<file path="config.mk">
export PLATFORM = sky130hd
export DESIGN_NAME = wqf_rot
export DESIGN_NICKNAME = d
export VERILOG_FILES = /design/src/hw/rtl/wqf_pkg.sv /design/src/hw/rtl/wqf_rot.sv
export SDC_FILE = /design/constraint.sdc
export NUM_CORES = 2
export LEC_CHECK = 0
export BUFFER_PORTS_ARGS = -buffer_cell sky130_fd_sc_hd__buf_2
export CAP_MARGIN = 40
export CORE_ASPECT_RATIO = 1.4
export CORE_MARGIN = 3
export CORE_UTILIZATION = 50
export CTS_CLUSTER_DIAMETER = 60
export DETAILED_ROUTE_END_ITERATION = 8
export PLACE_DENSITY = 0.69
export SYNTH_ARGS = -nofsm -noshare
export SYNTH_HDL_FRONTEND = slang
export SYNTH_SLANG_ARGS = --single-unit
</file>
<file path="constraint.sdc">
create_clock -name clk -period 14.2 [get_ports clk]
set_input_delay 3.55 -clock clk [delete_from_list [all_inputs] [get_ports clk]]
set_output_delay 3.55 -clock clk [all_outputs]
set_load 0.02 [all_outputs]
</file>
<file path="src/hw/rtl/wqf_pkg.sv">
// wqf_pkg: shared types, constants and rounding helpers for the quaternion fusion block
// no dependencies
package wqf_pkg;

  localparam int FRAC_BITS = 30;
  localparam int QW = 32;
  localparam logic [31:0] INV_SQRT2_Q31 = 32'd1518500250;
  localparam logic [16:0] WEIGHT_ONE = 17'd65536;
  localparam logic [16:0] WEIGHT_RESET = 17'd32768;

  // pipeline shape
  localparam int SQRT_STAGES = 16;
  localparam int SQ_SIDE_W = 3*QW + 1;
  localparam int PIPE_LAT = 25;
  localparam int A_DLY = 21;

  typedef struct packed {
    logic signed [QW-1:0] w;
    logic signed [QW-1:0] x;
    logic signed [QW-1:0] y;
    logic signed [QW-1:0] z;
  } q4_t;

  typedef struct packed {
    q4_t  first;
    q4_t  second;
  } in_beat_t;

  typedef struct packed {
    q4_t  fused;
    logic root_clamped;
  } out_beat_t;

  // saturate a wide signed value to 32 bits
  function automatic logic signed [31:0] sat32(input logic signed [71:0] v);
    logic signed [71:0] hi;
    logic signed [71:0] lo;
    hi = 72'sd2147483647;
    lo = -72'sd2147483648;
    if (v > hi) return 32'sh7fffffff;
    if (v < lo) return 32'sh80000000;
    return v[31:0];
  endfunction

  // product of two components, rounded half up by FRAC_BITS
  function automatic logic signed [71:0] fmul_rnd(input logic signed [63:0] p);
    logic signed [71:0] e;
    e = 72'(p) + (72'sd1 <<< (FRAC_BITS - 1));
    return e >>> FRAC_BITS;
  endfunction

  // rotate product rounding, shift 31
  function automatic logic signed [71:0] rot_rnd(input logic signed [67:0] p);
    logic signed [71:0] e;
    e = 72'(p) + (72'sd1 <<< 30);
    return e >>> 31;
  endfunction

endpackage

</file>
<file path="src/hw/rtl/wqf_rot.sv">
// wqf_rot: 45 degree rotation of the y/z pair, one register stage
// depends on wqf_pkg
module wqf_rot (
  input  logic                  clk,
  input  logic                  en,
  input  logic signed [31:0]    a_y,
  input  logic signed [31:0]    a_z,
  output logic signed [31:0]    r_y,
  output logic signed [31:0]    r_z
);
  import wqf_pkg::*;

  logic signed [32:0] sum_w;
  logic signed [32:0] dif_w;
  logic signed [67:0] ps_w;
  logic signed [67:0] pd_w;
  logic signed [31:0] r_y_r;
  logic signed [31:0] r_z_r;

  assign sum_w = 33'(a_y) + 33'(a_z);
  assign dif_w = 33'(a_y) - 33'(a_z);
  assign ps_w  = 68'(sum_w) * 68'(signed'({1'b0, INV_SQRT2_Q31}));
  assign pd_w  = 68'(dif_w) * 68'(signed'({1'b0, INV_SQRT2_Q31}));

  always_ff @(posedge clk) begin
    if (en) begin
      r_y_r <= sat32(rot_rnd(ps_w));
      r_z_r <= sat32(rot_rnd(pd_w));
    end
  end

  assign r_y = r_y_r;
  assign r_z = r_z_r;
endmodule

</file>
# == After elaboration in Yosys (flattened, before gate mapping) ==
# Cells that the tools add are included.
# W data, S select, Z words.
# classes
add_sub_neg,4
n_mux,18
magnitude_cmp,4
mul,2
# ops
op,n
$mux W32,8
$add A65 B32 Y66 const B,2
$mul A33 B31 Y64 const B,2
$gt A35 B32 Y1 const B,2
$lt A35 B32 Y1 const B,2
$add A32 B32 Y33,1
$sub A32 B32 Y33,1
$mux W1,10
# word_totals
register_bits,64
input_bits,66

# == Logic depth before layout (Yosys ltp) ==
# logic_depth
depth_word,10
depth_mapped,48

# == Least setup slack after synthesis ==
# Ideal clock, no wire load.
# synth_path
path_type,input-to-reg
start,input a_z[19]
end,"register r_z_r[2], in the netlist r_z[2], data pin"
t_arrival_ns,14.850
required_time_ns,14.058
path_stages,40
path_slack_ns,-0.793
setup_ns,0.142
path_cell_list,inv_1 > ha_1 > clkbuf_1 > and2_1 > nand4_1 > or3_1 > a21oi_1 > o41ai_1 > o211ai_1 > and2_1 > clkbuf_1 > inv_1 > fa_1 > xnor2_1 > xnor2_1 > ha_1 > fa_1 > fa_1 > [4 not listed] > inv_1 > ha_1 > buf_2 > nand4_2 > nor3_1 > nand2_1 > o211ai_1 > a21oi_1 > o41ai_2 > o21ai_1 > nor4b_4 > and3_4 > or4b_1 > nand2_2 > nor2_2 > buf_6 > buf_8 > o21ai_2
# synth_via
elab_chain_cells,9
word_cells_on_any_way,13
# synth_lines
element,line_no,rtl
from (decl),wqf_rot.sv:7,"input logic signed [31:0] a_z,"
$sub A32 B32 Y33 (*),wqf_rot.sv:21,assign dif_w = 33'(a_y) - 33'(a_z);
$mul A33 B31 Y64 (*),wqf_rot.sv:23,"assign pd_w = 68'(dif_w) * 68'(signed'({1'b0, INV_SQRT2_Q31}));"
$add A65 B32 Y66 (*),wqf_pkg.sv:55,e = 72'(p) + (72'sd1 <<< 30);
$lt A35 B32 Y1,wqf_pkg.sv:41,if (v < lo) return 32'sh80000000;
$mux W1 (2 in a row),wqf_pkg.sv:41,
$mux W1,wqf_rot.sv:26,if (en) begin
$mux W32,wqf_pkg.sv:42,return v[31:0];
$mux W32 (*),wqf_pkg.sv:41,
to (signal assigned),wqf_rot.sv:28,r_z_r <= sat32(rot_rnd(pd_w));
to (decl),wqf_rot.sv:18,logic signed [31:0] r_z_r;
# Every way passes the cells marked *; elsewhere a longest branch is shown, timed or not. The select of a mux whose other input is x is not followed.
# A chain may end at the register's enable or synchronous reset.

# == Final worst setup path ==
# layout_path
start,input a_z[0]
end,"register r_y_r[3], in the netlist r_y[3], data pin"
# layout_via
elab_chain_cells,9
word_cells_on_any_way,13
# layout_lines
element,line_no,rtl
$add A32 B32 Y33 (*),wqf_rot.sv:20,assign sum_w = 33'(a_y) + 33'(a_z);
$mul A33 B31 Y64 (*),wqf_rot.sv:22,"assign ps_w = 68'(sum_w) * 68'(signed'({1'b0, INV_SQRT2_Q31}));"
$add A65 B32 Y66 (*),wqf_pkg.sv:55,
$lt A35 B32 Y1,wqf_pkg.sv:41,
$mux W1 (2 in a row),wqf_pkg.sv:41,
$mux W1,wqf_rot.sv:26,
$mux W32,wqf_pkg.sv:42,
$mux W32 (*),wqf_pkg.sv:41,
to (signal assigned),wqf_rot.sv:27,r_y_r <= sat32(rot_rnd(ps_w));
to (decl),wqf_rot.sv:17,logic signed [31:0] r_y_r;
# Marked as above.

==> results.yml <==
sta:
  slew_viol_final: 0
  worst_pin_slew_ns: 0.8350
  hold_violations: 0
  max_freq_mhz: 72.05
  period_needed_ns: 13.88
  rsz0062_at_grt: "yes"
  finalSetupTns_ns: 0
  setup_violations: 0
  max_slew_margin: 0.4433
  hold_ws_ns: 3.484
  timing.final.crit_share: 0.9774
drt:
  routed_wl_um: 147300
  wire_per_inst_um: 20.63
  drc: 0
  drtIter0Drc: 2230
  antenna_left: 0
  firstDrtPassIters: 5
  vias_per_cell: 5.233
  dr_total_vias: 37370
placed_design:
  numPortBuffers: 129
  dpl_cell_area_um2: 54170
  gp_congestion: 1.029
  dp_hpwl_um: 133500
global_routing:
  grtUsageMet1: 0.3777
  overflow: 0
  grt_util_met3: 0.01974
  grt_pass1_vias: 40380
  grt_first_pass_wirelength_um: 226500
  grt_usage: 0.3175
  grt_max_degree: 60
  antenna_found_initial: 1
  busiest_layer: "met2"
  grtUsageMet2: 0.5529
logic_synthesis:
  yosysWarnings: 0
  synthArstFlopShare: 0
  ys_seq_area_frac: 0.04238
  syn_area_um2: 45350
  syn_inst: 4925
  synth_edf_count: 64
  synth_most_common_cell: "inv_1"
  yosysTopAreaCellShare: 0.3708
  yosys.area.top_type: "fa_1"
  synth_area_leaders: "fa_1 (37%), ha_1 (22%), inv_1 (12%), edfxtp_1 (4.2%), xnor2_1 (4.1%)"
  synth_seq_cells: 64
  synth_commonest_cells: "inv_1 (1440), fa_1 (840), ha_1 (784)"
  ys.flop_type: "edfxtp_1"
  synth_cell_types: 111
  syn_nets: 6615
  synth_area_per_cell_um2: 9.208
clocking:
  cts_inserted_buffers: 9
  clkSinkCount: 64
  clockBufferDepth: 2
  cts_root_buffer: "clkbuf_16"
  clk_transition_reported_paths_ns: 0.06
  cts_tree: "built"
  hold_buffers: 0
  htree_levels: 3
worst_setup_path:
  critPathMaxFanout: 8
  critPathBufInv: 8
  start_kind: "input pin"
  critPathSlowestCell: "fa_2"
  crit_required_ns: 14.30
  critPathMaxStageDelay_ns: 0.60
  cp.arrival_ns: 13.98
  cpMostUsedCell: "fa_1"
  path_class: "input pin to flip-flop"
  endpoint_kind: "flip-flop"
  critPathTopFamily: "compound AO/OA/AOI/OAI gates"
layout:
  stdcell_area_um2: 55950
  fillers: 7717
  syn_to_final_growth_pct: 23.37
  drive_gt1_frac: 0.2310
  nNetsFinal: 7638
  fin_util: 0.6231
floorplanning:
  dieArea_um2: 94400
  die_h_um: 362.3
  core_area_um2: 89790
  start_util: 0.5051
  ios: 130
  row_count: 130
  die_x_um: 260.5
outcome:
  run_status: "complete, no violations"
worst_hold_path:
  min_path_type: "input pin to flip-flop"
flow_run:
  max-cap-violations: 0
==> sequential cells by signal (all words and copies together), names as in the netlist <==
register  flops
r_z          32
r_y          32
==> path summary, 6_finish.rpt <==
| path | from | end | slack (ns) | depth (start not counted) |
|---|---|---|---|---|
| worst min-delay path | en | r_y[5] | 3.48 | 1 |
| worst max-delay path | a_z[0] | r_y[3] | 0.32 | 44 |
==> final cells by class <==
cell class | count | area, um2 | area share
antenna | 1 | 2.502 | 0.00004473
clock buffer | 9 | 225.2 | 0.004025
clock inverter | 7 | 102.6 | 0.001834
inverter | 1446 | 5439 | 0.09722
multi-input combinational | 3329 | 38660 | 0.6910
sequential | 64 | 1922 | 0.03435
tap | 1188 | 1486 | 0.02657
timing repair buffer | 1098 | 8112 | 0.1450
==> through the flow <==
stage | instances | setup slack (ns)
after floorplan | 4925 | 0.05855
after global placement | 7081 | -0.7664
after detailed placement | 7082 | -0.9308
after CTS | 7105 | 0.002357
after global routing | 7141 | -0.2074
final | 7142 | 0.3208
==> placed cells by master (no fill, tap or decap), drive strengths merged, types with 11 or more instances in the layout <==
master     n
o21a      20
nand4     50
buf     1096
clkbuf    11
nand2b    18
fa       840
nor2b     14
a211oi    26
nor2     173
nand3     57
ha       784
nor3      68
xor2      64
a21oi    236
nand2    162
o21ai    171
o21bai    35
inv     1442
or2       12
o211ai    26
and3      21
a21o      80
a211o     11
a31oi     19
or3       14
and4      17
nor4      28
edfxtp    64
and2      21
xnor2    213
==> cells by family (layout without fill, tap and decap cells) <==
group | after synthesis | in the layout | synth area share
other | 0 | 1 | 0
adder cells (fa/ha/maj) | 1624 | 1624 | 0.5871
buffers and inverters | 1532 | 2560 | 0.1289
AO/OA/AOI/OAI | 723 | 723 | 0.1051
XOR/XNOR | 277 | 277 | 0.05383
AND/OR/NAND/NOR | 691 | 691 | 0.07938
multiplexers | 14 | 14 | 0.003256
flip-flops | 64 | 64 | 0.04238
==> repair_timing <==
action	4_1_cts	5_1_grt
resized for setup	22	194
setup endpoints to repair	63	64
pin swaps	9	56
gates cloned	0	3
setup buffers	7	33
==> metal layers <==
layer  share of wire  vias to the layer above
met3           0.037                      385
met5               0                        -
met1            0.38                    18400
met4           0.084                        0
met2            0.50                     1007
li1                -                    17580
Power is left out: the tool's default activity adds up to more than one toggle a clock period on the data nets, which glitch-free logic cannot reach.
