--- src/hw/rtl/wqf_pkg.sv ---
// wqf_pkg: shared types, constants and rounding helpers for the quaternion fusion block
// no dependencies
package wqf_pkg;

  localparam int FRAC_BITS = 30;
  localparam int QW = 32;
  localparam logic [31:0] INV_SQRT2_Q31 = 32'd1518500250;
  localparam logic [16:0] WEIGHT_ONE = 17'd65536;
  localparam logic [16:0] WEIGHT_RESET = 17'd32768;

  // pipeline shape
  localparam int SQRT_STAGES = 16;
  localparam int SQ_SIDE_W = 3*QW + 1;
  localparam int PIPE_LAT = 25;
  localparam int A_DLY = 21;

  typedef struct packed {
    logic signed [QW-1:0] w;
    logic signed [QW-1:0] x;
    logic signed [QW-1:0] y;
    logic signed [QW-1:0] z;
  } q4_t;

  typedef struct packed {
    q4_t  first;
    q4_t  second;
  } in_beat_t;

  typedef struct packed {
    q4_t  fused;
    logic root_clamped;
  } out_beat_t;

  // saturate a wide signed value to 32 bits
  function automatic logic signed [31:0] sat32(input logic signed [71:0] v);
    logic signed [71:0] hi;
    logic signed [71:0] lo;
    hi = 72'sd2147483647;
    lo = -72'sd2147483648;
    if (v > hi) return 32'sh7fffffff;
    if (v < lo) return 32'sh80000000;
    return v[31:0];
  endfunction

  // product of two components, rounded half up by FRAC_BITS
  function automatic logic signed [71:0] fmul_rnd(input logic signed [63:0] p);
    logic signed [71:0] e;
    e = 72'(p) + (72'sd1 <<< (FRAC_BITS - 1));
    return e >>> FRAC_BITS;
  endfunction

  // rotate product rounding, shift 31
  function automatic logic signed [71:0] rot_rnd(input logic signed [67:0] p);
    logic signed [71:0] e;
    e = 72'(p) + (72'sd1 <<< 30);
    return e >>> 31;
  endfunction

endpackage

--- src/hw/rtl/wqf_sqrt.sv ---
// wqf_sqrt: pipelined restoring square root, two result bits per stage, rounded
// depends on wqf_pkg; carries a side payload alongside the root
module wqf_sqrt (
  input  logic                         clk,
  input  logic                         en,
  input  logic [61:0]                  arg,
  input  logic [wqf_pkg::SQ_SIDE_W-1:0] side_in,
  output logic [31:0]                  root,
  output logic [wqf_pkg::SQ_SIDE_W-1:0] side_out
);
  import wqf_pkg::*;

  logic [63:0]          rem_r  [SQRT_STAGES];
  logic [31:0]          res_r  [SQRT_STAGES];
  logic [SQ_SIDE_W-1:0] side_r [SQRT_STAGES];

  for (genvar s = 0; s < SQRT_STAGES; s++) begin : g_st
    logic [63:0]          rm_in;
    logic [31:0]          rs_in;
    logic [SQ_SIDE_W-1:0] sd_in;
    logic [63:0]          rm;
    logic [31:0]          rs;
    logic [65:0]          trial;
    if (s == 0) begin : g_first
      assign rm_in = 64'(arg);
      assign rs_in = '0;
      assign sd_in = side_in;
    end else begin : g_next
      assign rm_in = rem_r[s-1];
      assign rs_in = res_r[s-1];
      assign sd_in = side_r[s-1];
    end
    always_comb begin
      rm = rm_in;
      rs = rs_in;
      trial = '0;
      for (int k = 0; k < 2; k++) begin
        trial = 66'(rm >> (2*(31 - (2*s + k)))) - 66'({rs, 2'b01});
        if (!trial[65]) begin
          rm = rm - (64'({rs, 2'b01}) << (2*(31 - (2*s + k))));
          rs = {rs[30:0], 1'b1};
        end else begin
          rs = {rs[30:0], 1'b0};
        end
      end
    end
    always_ff @(posedge clk) begin
      if (en) begin
        rem_r[s]  <= rm;
        res_r[s]  <= rs;
        side_r[s] <= sd_in;
      end
    end
  end

  // round to nearest: remainder above root means next integer
  assign root     = (rem_r[SQRT_STAGES-1] > 64'(res_r[SQRT_STAGES-1])) ?
                    res_r[SQRT_STAGES-1] + 32'd1 : res_r[SQRT_STAGES-1];
  assign side_out = side_r[SQRT_STAGES-1];
endmodule

--- config.mk ---
export PLATFORM = sky130hd
export DESIGN_NAME = wqf_sqrt
export DESIGN_NICKNAME = d
export VERILOG_FILES = /design/src/hw/rtl/wqf_pkg.sv /design/src/hw/rtl/wqf_sqrt.sv
export SDC_FILE = /design/constraint.sdc
export NUM_CORES = 2
export LEC_CHECK = 0
export BUFFER_PORTS_ARGS = -buffer_cell sky130_fd_sc_hd__buf_2
export CAP_MARGIN = 20
export CORE_UTILIZATION = 30
export DETAILED_ROUTE_END_ITERATION = 10
export HOLD_SLACK_MARGIN = 0.15
export SETUP_SLACK_MARGIN = 0.05
export SLEW_MARGIN = 40
export SYNTH_ARGS = -nofsm -noshare
export SYNTH_HDL_FRONTEND = slang
export SYNTH_SLANG_ARGS = --single-unit
--- constraint.sdc ---
create_clock -name clk -period 6 [get_ports clk]
set_input_delay 0 -clock clk [delete_from_list [all_inputs] [get_ports clk]]
set_output_delay 0 -clock clk [all_outputs]
set_load 0.05 [all_outputs]
=== Word level (Yosys, flattened, before mapping) ===
Memory sizes are Yosys's and may differ from the RTL's.
Cells that the tools add are included.

* Bits in registers: 0
* Memories kept: 3
* Word-level logic and storage cells: 132
* Memory bits (writable): 3088
* Input port bits: 161

{| class="wikitable"
|+ Memory list
! memory !! depth !! width !! rd ports !! clocked after Yosys merged registers in !! wr ports !! line !! source
|-
| side_r || 16 || 97 || 16 || 0 || 16 || wqf_sqrt.sv:15 || <nowiki>logic [SQ_SIDE_W-1:0] side_r [SQRT_STAGES];</nowiki>
|-
| rem_r || 16 || 64 || 16 || 0 || 16 || wqf_sqrt.sv:13 || <nowiki>logic [63:0] rem_r [SQRT_STAGES];</nowiki>
|-
| res_r || 16 || 32 || 16 || 0 || 16 || wqf_sqrt.sv:14 || <nowiki>logic [31:0] res_r [SQRT_STAGES];</nowiki>
|}

* Add/subtract/negate cells: 63
* Magnitude comparators: 1
* Multiplexer cells: 65

{| class="wikitable"
|+ Operator list
! operator !! count
|-
| 64-bit two-way mux || 31
|-
| 64-bit subtractor || 15
|-
| 64-bit by 34-bit subtractor with 65-bit output || 1
|-
| 64-bit by 32-bit greater-than comparator with 1-bit output || 1
|-
| 64-bit by 34-bit subtractor with 64-bit output || 1
|-
| 64-bit by 36-bit subtractor with 64-bit output || 1
|-
| 64-bit by 38-bit subtractor with 64-bit output || 1
|-
| 64-bit by 40-bit subtractor with 64-bit output || 1
|-
| 64-bit by 42-bit subtractor with 64-bit output || 1
|-
| 64-bit by 44-bit subtractor with 64-bit output || 1
|-
| 64-bit by 46-bit subtractor with 64-bit output || 1
|-
| 64-bit by 48-bit subtractor with 64-bit output || 1
|-
| 64-bit by 50-bit subtractor with 64-bit output || 1
|-
| 64-bit by 52-bit subtractor with 64-bit output || 1
|-
| 64-bit by 54-bit subtractor with 64-bit output || 1
|-
| 64-bit by 56-bit subtractor with 64-bit output || 1
|-
| 64-bit by 58-bit subtractor with 64-bit output || 1
|-
| 64-bit by 60-bit subtractor with 64-bit output || 1
|-
| 64-bit by 62-bit subtractor with 64-bit output || 1
|-
| 62-bit by 34-bit subtractor with 63-bit output || 1
|-
| 62-bit by 61-bit subtractor with 63-bit output (second input constant) || 1
|-
| 60-bit by 34-bit subtractor with 61-bit output || 1
|-
| 58-bit by 34-bit subtractor with 59-bit output || 1
|-
| 56-bit by 34-bit subtractor with 57-bit output || 1
|-
| other kinds (29) || 61
|}

=== Longest topological paths before layout ===
An unclocked memory read counts as a cell.

* Depth after elaboration: 5
* Mapped depth: 31

=== Least setup slack after synthesis ===
No wires, ideal clock.

* Kind: register to register
* Start: memory rem_r[11][43], in the netlist rem_r[1][235]
* End: memory rem_r[12][56], in the netlist rem_r[1][312] (data pin)
* Arrival: 6.165 ns
* Stages on the path, launching flop included: 27
* Path slack: -0.429 ns
* Period minus slack after synthesis: 6.429 ns
* Cell sequence: edfxtp_1 -> or4_1 -> or4_1 -> nor4_1 -> nand4_1 -> and2_1 -> buf_2 -> clkinv_1 -> clkbuf_1 -> buf_1 -> nand2_1 -> nand2_1 -> ha_1 -> a21o_1 -> a21o_1 -> a21o_1 -> a21oi_1 -> o21bai_1 -> a21o_1 -> a211o_1 -> o211ai_1 -> a21oi_2 -> o21a_1 -> or4b_1 -> or2_2 -> o22ai_1 -> xor2_1

{| class="wikitable"
|+ RTL lines
! what !! line
|-
| start, declared || wqf_sqrt.sv:13
|}

==> flow_metrics.env <==
export IMPL_area_growth_pct=25.9
export IMPL_setup_violations=0
export IMPL_path_class="flop to flop"
export IMPL_place_ws_ns=-0.675
export IMPL_worstReg2RegEnd="rem_r[1][375]"
export IMPL_synthCells=10078
export IMPL_worstRegToRegCells=27
export IMPL_grt_pass1_vias=83920
export IMPL_post_place_cells=17276
export IMPL_hold_start="en"
export IMPL_path_depth=27
export IMPL_cts_root_buffer="clkbuf_16"
export IMPL_h_tree_depth=5
export IMPL_syn_area_per_cell_sq_um=13.0
export IMPL_synth_distinct_cells=107
export IMPL_worstPathArrival_ns=6.41
export IMPL_clock_latency_ns=0.92
export IMPL_dp_hpwl_um=224000
export IMPL_firstDrtPassIters=5
export IMPL_die_x_um=663
export IMPL_ys_ff_latch=2830
export IMPL_grt_pass1_wl_um=468000
export IMPL_die_h_um=663
export IMPL_yosys_top_cells_area="edfxtp_1 (65%), ha_1 (5.0%), xnor2_1 (3.9%)"
export IMPL_wl_per_cell_um=16.7
export IMPL_path_clk_slew_ns=0.06
export IMPL_initial_core_util_pct=30.1
export IMPL_yosysWarningCount=0
export IMPL_power_density_nw_per_um2=409
export IMPL_layout_drive_gt1_share_pct=21.4
export IMPL_synth_fp_nets=10766
export IMPL_overflow=0
export IMPL_tritoncts="done"
export IMPL_drv_cap=0
export IMPL_end_kind="flop"
export IMPL_antenna_found_initial=7
export IMPL_cts_sinks=2830
export IMPL_synth_most_common_cell="edfxtp_1"
export IMPL_vias=84411
export IMPL_critPathLaunchType="flop"
export IMPL_cpLargestDelayFamily="simple AND/OR/NAND/NOR gates"
export IMPL_fin_area_sq_um=165000
export IMPL_r2r_slack_ns=0.25
export IMPL_worst_slew_pin_transition_ns=0.896
export IMPL_yosys_top_cells_count="edfxtp_1 (2830), nand2_1 (752), nor2_1 (741)"
export IMPL_crit_path_max_incr_delay_ns=0.53
export IMPL_hold_viol=0
export IMPL_rsz0062_at_grt="yes"
export IMPL_grt_max_degree=167
export IMPL_cts_buffers=319
export IMPL_leakagePower_nw=62.7
export IMPL_synth_edf_count=2830
export IMPL_num_nets_final=12943
export IMPL_drtIter0Drc=4936
export IMPL_hold_path_class="primary input to flop"
export IMPL_grt_util_all_layers_pct=13.3
export IMPL_drtAntennaViolNets=0
export IMPL_setup_tns_final_ns=0
export IMPL_min_path_cells=3
export IMPL_ios=290
export IMPL_dieArea_sq_um=440000
export IMPL_required_ns=6.66
export IMPL_synthArstFlopShare_pct=0
export IMPL_drt_wl_total_um=305000
export IMPL_worst_slack_ns=0.247
export IMPL_seq_area_frac_synth_pct=64.8
export IMPL_row_count=242
export IMPL_max_slew_margin_pct=40.3
export IMPL_fmaxAchievable_ghz=0.174
export IMPL_critPathMaxFanout=11
export IMPL_crit_buf_inv=5
export IMPL_period_share_pct=95.9
export IMPL_synth_top_area_share_pct=64.8
export IMPL_gp_congestion=0.909
export IMPL_cp_slowest_cell="or4_4"
export IMPL_fin_cells=18248
export IMPL_core_sq_um=435000
export IMPL_slew_violations=0
export IMPL_crit_top_cell="buf_4"
export IMPL_synth_flop_cell="edfxtp_1"
export IMPL_r2r_start="rem_r[1][298]"
export IMPL_endpoint="rem_r[1][375]"
export IMPL_fin_skew_ns=0.0624
export IMPL_synth_area_sq_um=131000
export IMPL_placed_area_sq_um=150000
export IMPL_ir_drop_v=0.000245
export IMPL_yosys_area_top_type="edfxtp_1"
export IMPL_p_total_mw=67.6
export IMPL_drc_errors=0
export IMPL_cts_buffer_depth=4
export IMPL_io_buffers=289
export IMPL_outcome="finished, final reports clean"
export IMPL_critPathLaunch="rem_r[1][298]"
export IMPL_period_needed_ns=5.75
export IMPL_vias_per_cell=4.63
==> report_power, final <==
part | switching [mW] | internal, mW
logic | 12.2 | 10.4
clock network | 8.00 | 11.0
registers | 1.24 | 24.7
==> per-layer routing <==
layer | global-route usage [%] | part of all wire (%)
met4 | 5.56 | 4.6
met5 | 0 | 0.0033
met1 | 15.9 | 42
met3 | 1.94 | 3.5
met2 | 23.8 | 50
==> cells in the final DEF (no fill, tap or decap), types with 67 or more instances in the layout <==
cell type      instances
nand2b_1             104
ha_1                 510
xnor2_1              586
nand4_1              130
buf_4               1423
xor2_1               287
clkbuf_16            324
nand3_1              200
nand2_1              745
o21a_1                97
mux2_2                92
and3_1                67
nor4_1               142
inv_1                480
o21ai_0              405
or3_1                133
a21o_1               255
nor2_1               729
dlygate4sd3_1        320
nor3_1               203
a21oi_1              598
o21bai_1              70
buf_2                289
nor2b_1               82
edfxtp_1            2830
or2_2                 67
==> how the worst min path moves through the flow <==
stage,endpoint
detailed placement,side_r[0][77]
finish,side_r[2][24]
global route,side_r[2][24]
floorplan,rem_r[0][0]
global placement,side_r[0][23]
CTS,side_r[2][24]
==> logic make-up (layout without fill, tap and decap cells) <==
logic type / after synthesis / in the layout / synth area share (%)
adder cells (fa/ha/maj): 528 / 528 / 5.04
flip-flops: 2830 / 2830 / 64.8
AND/OR/NAND/NOR: 2960 / 2961 / 11.3
other: 1 / 4 / 0.00286
multiplexers: 115 / 115 / 0.966
XOR/XNOR: 873 / 873 / 5.83
buffers and inverters: 726 / 3158 / 2.12
AO/OA/AOI/OAI: 2045 / 2045 / 9.87
==> registers in the layout, indices dropped and copies added (netlist names) <==
register  count
side_r     1552
rem_r      1022
res_r       256
==> per-stage QoR <==
stage          util [%]  hold slack, ns
2_1_floorplan         -          0.0989
3_3_place_gp       34.4           0.176
3_5_place_dp       34.4           0.178
4_1_cts            37.6           0.168
5_1_grt            38.0           0.201
6_report           38.0           0.257
==> final cells by class <==
type	instances	area, sq um
antenna	3	7.51
clock buffer	380	8320
clock inverter	197	1930
fill	41641	270000
inverter	505	1910
multi-input combinational	6523	44600
sequential	2830	85000
tap	5734	7170
timing repair buffer	2075	16100
timing repair inverter	1	7.51
==> tightest hold or removal path: stages <==
cell and delay (ns):
dlygate4sd3_1 0.58, buf_12 0.19, buf_16 0.19
==> repair_timing <==
action                                  CTS  global route
setup endpoints to repair               257           357
pin swaps                                13            77
buffers inserted                         19            47
gates resized for setup                  65           249
endpoints found under the hold margin  1125             0
gates cloned                              1             2
hold buffers                            321             0
Note: power is estimated with default switching activity, not from simulation.
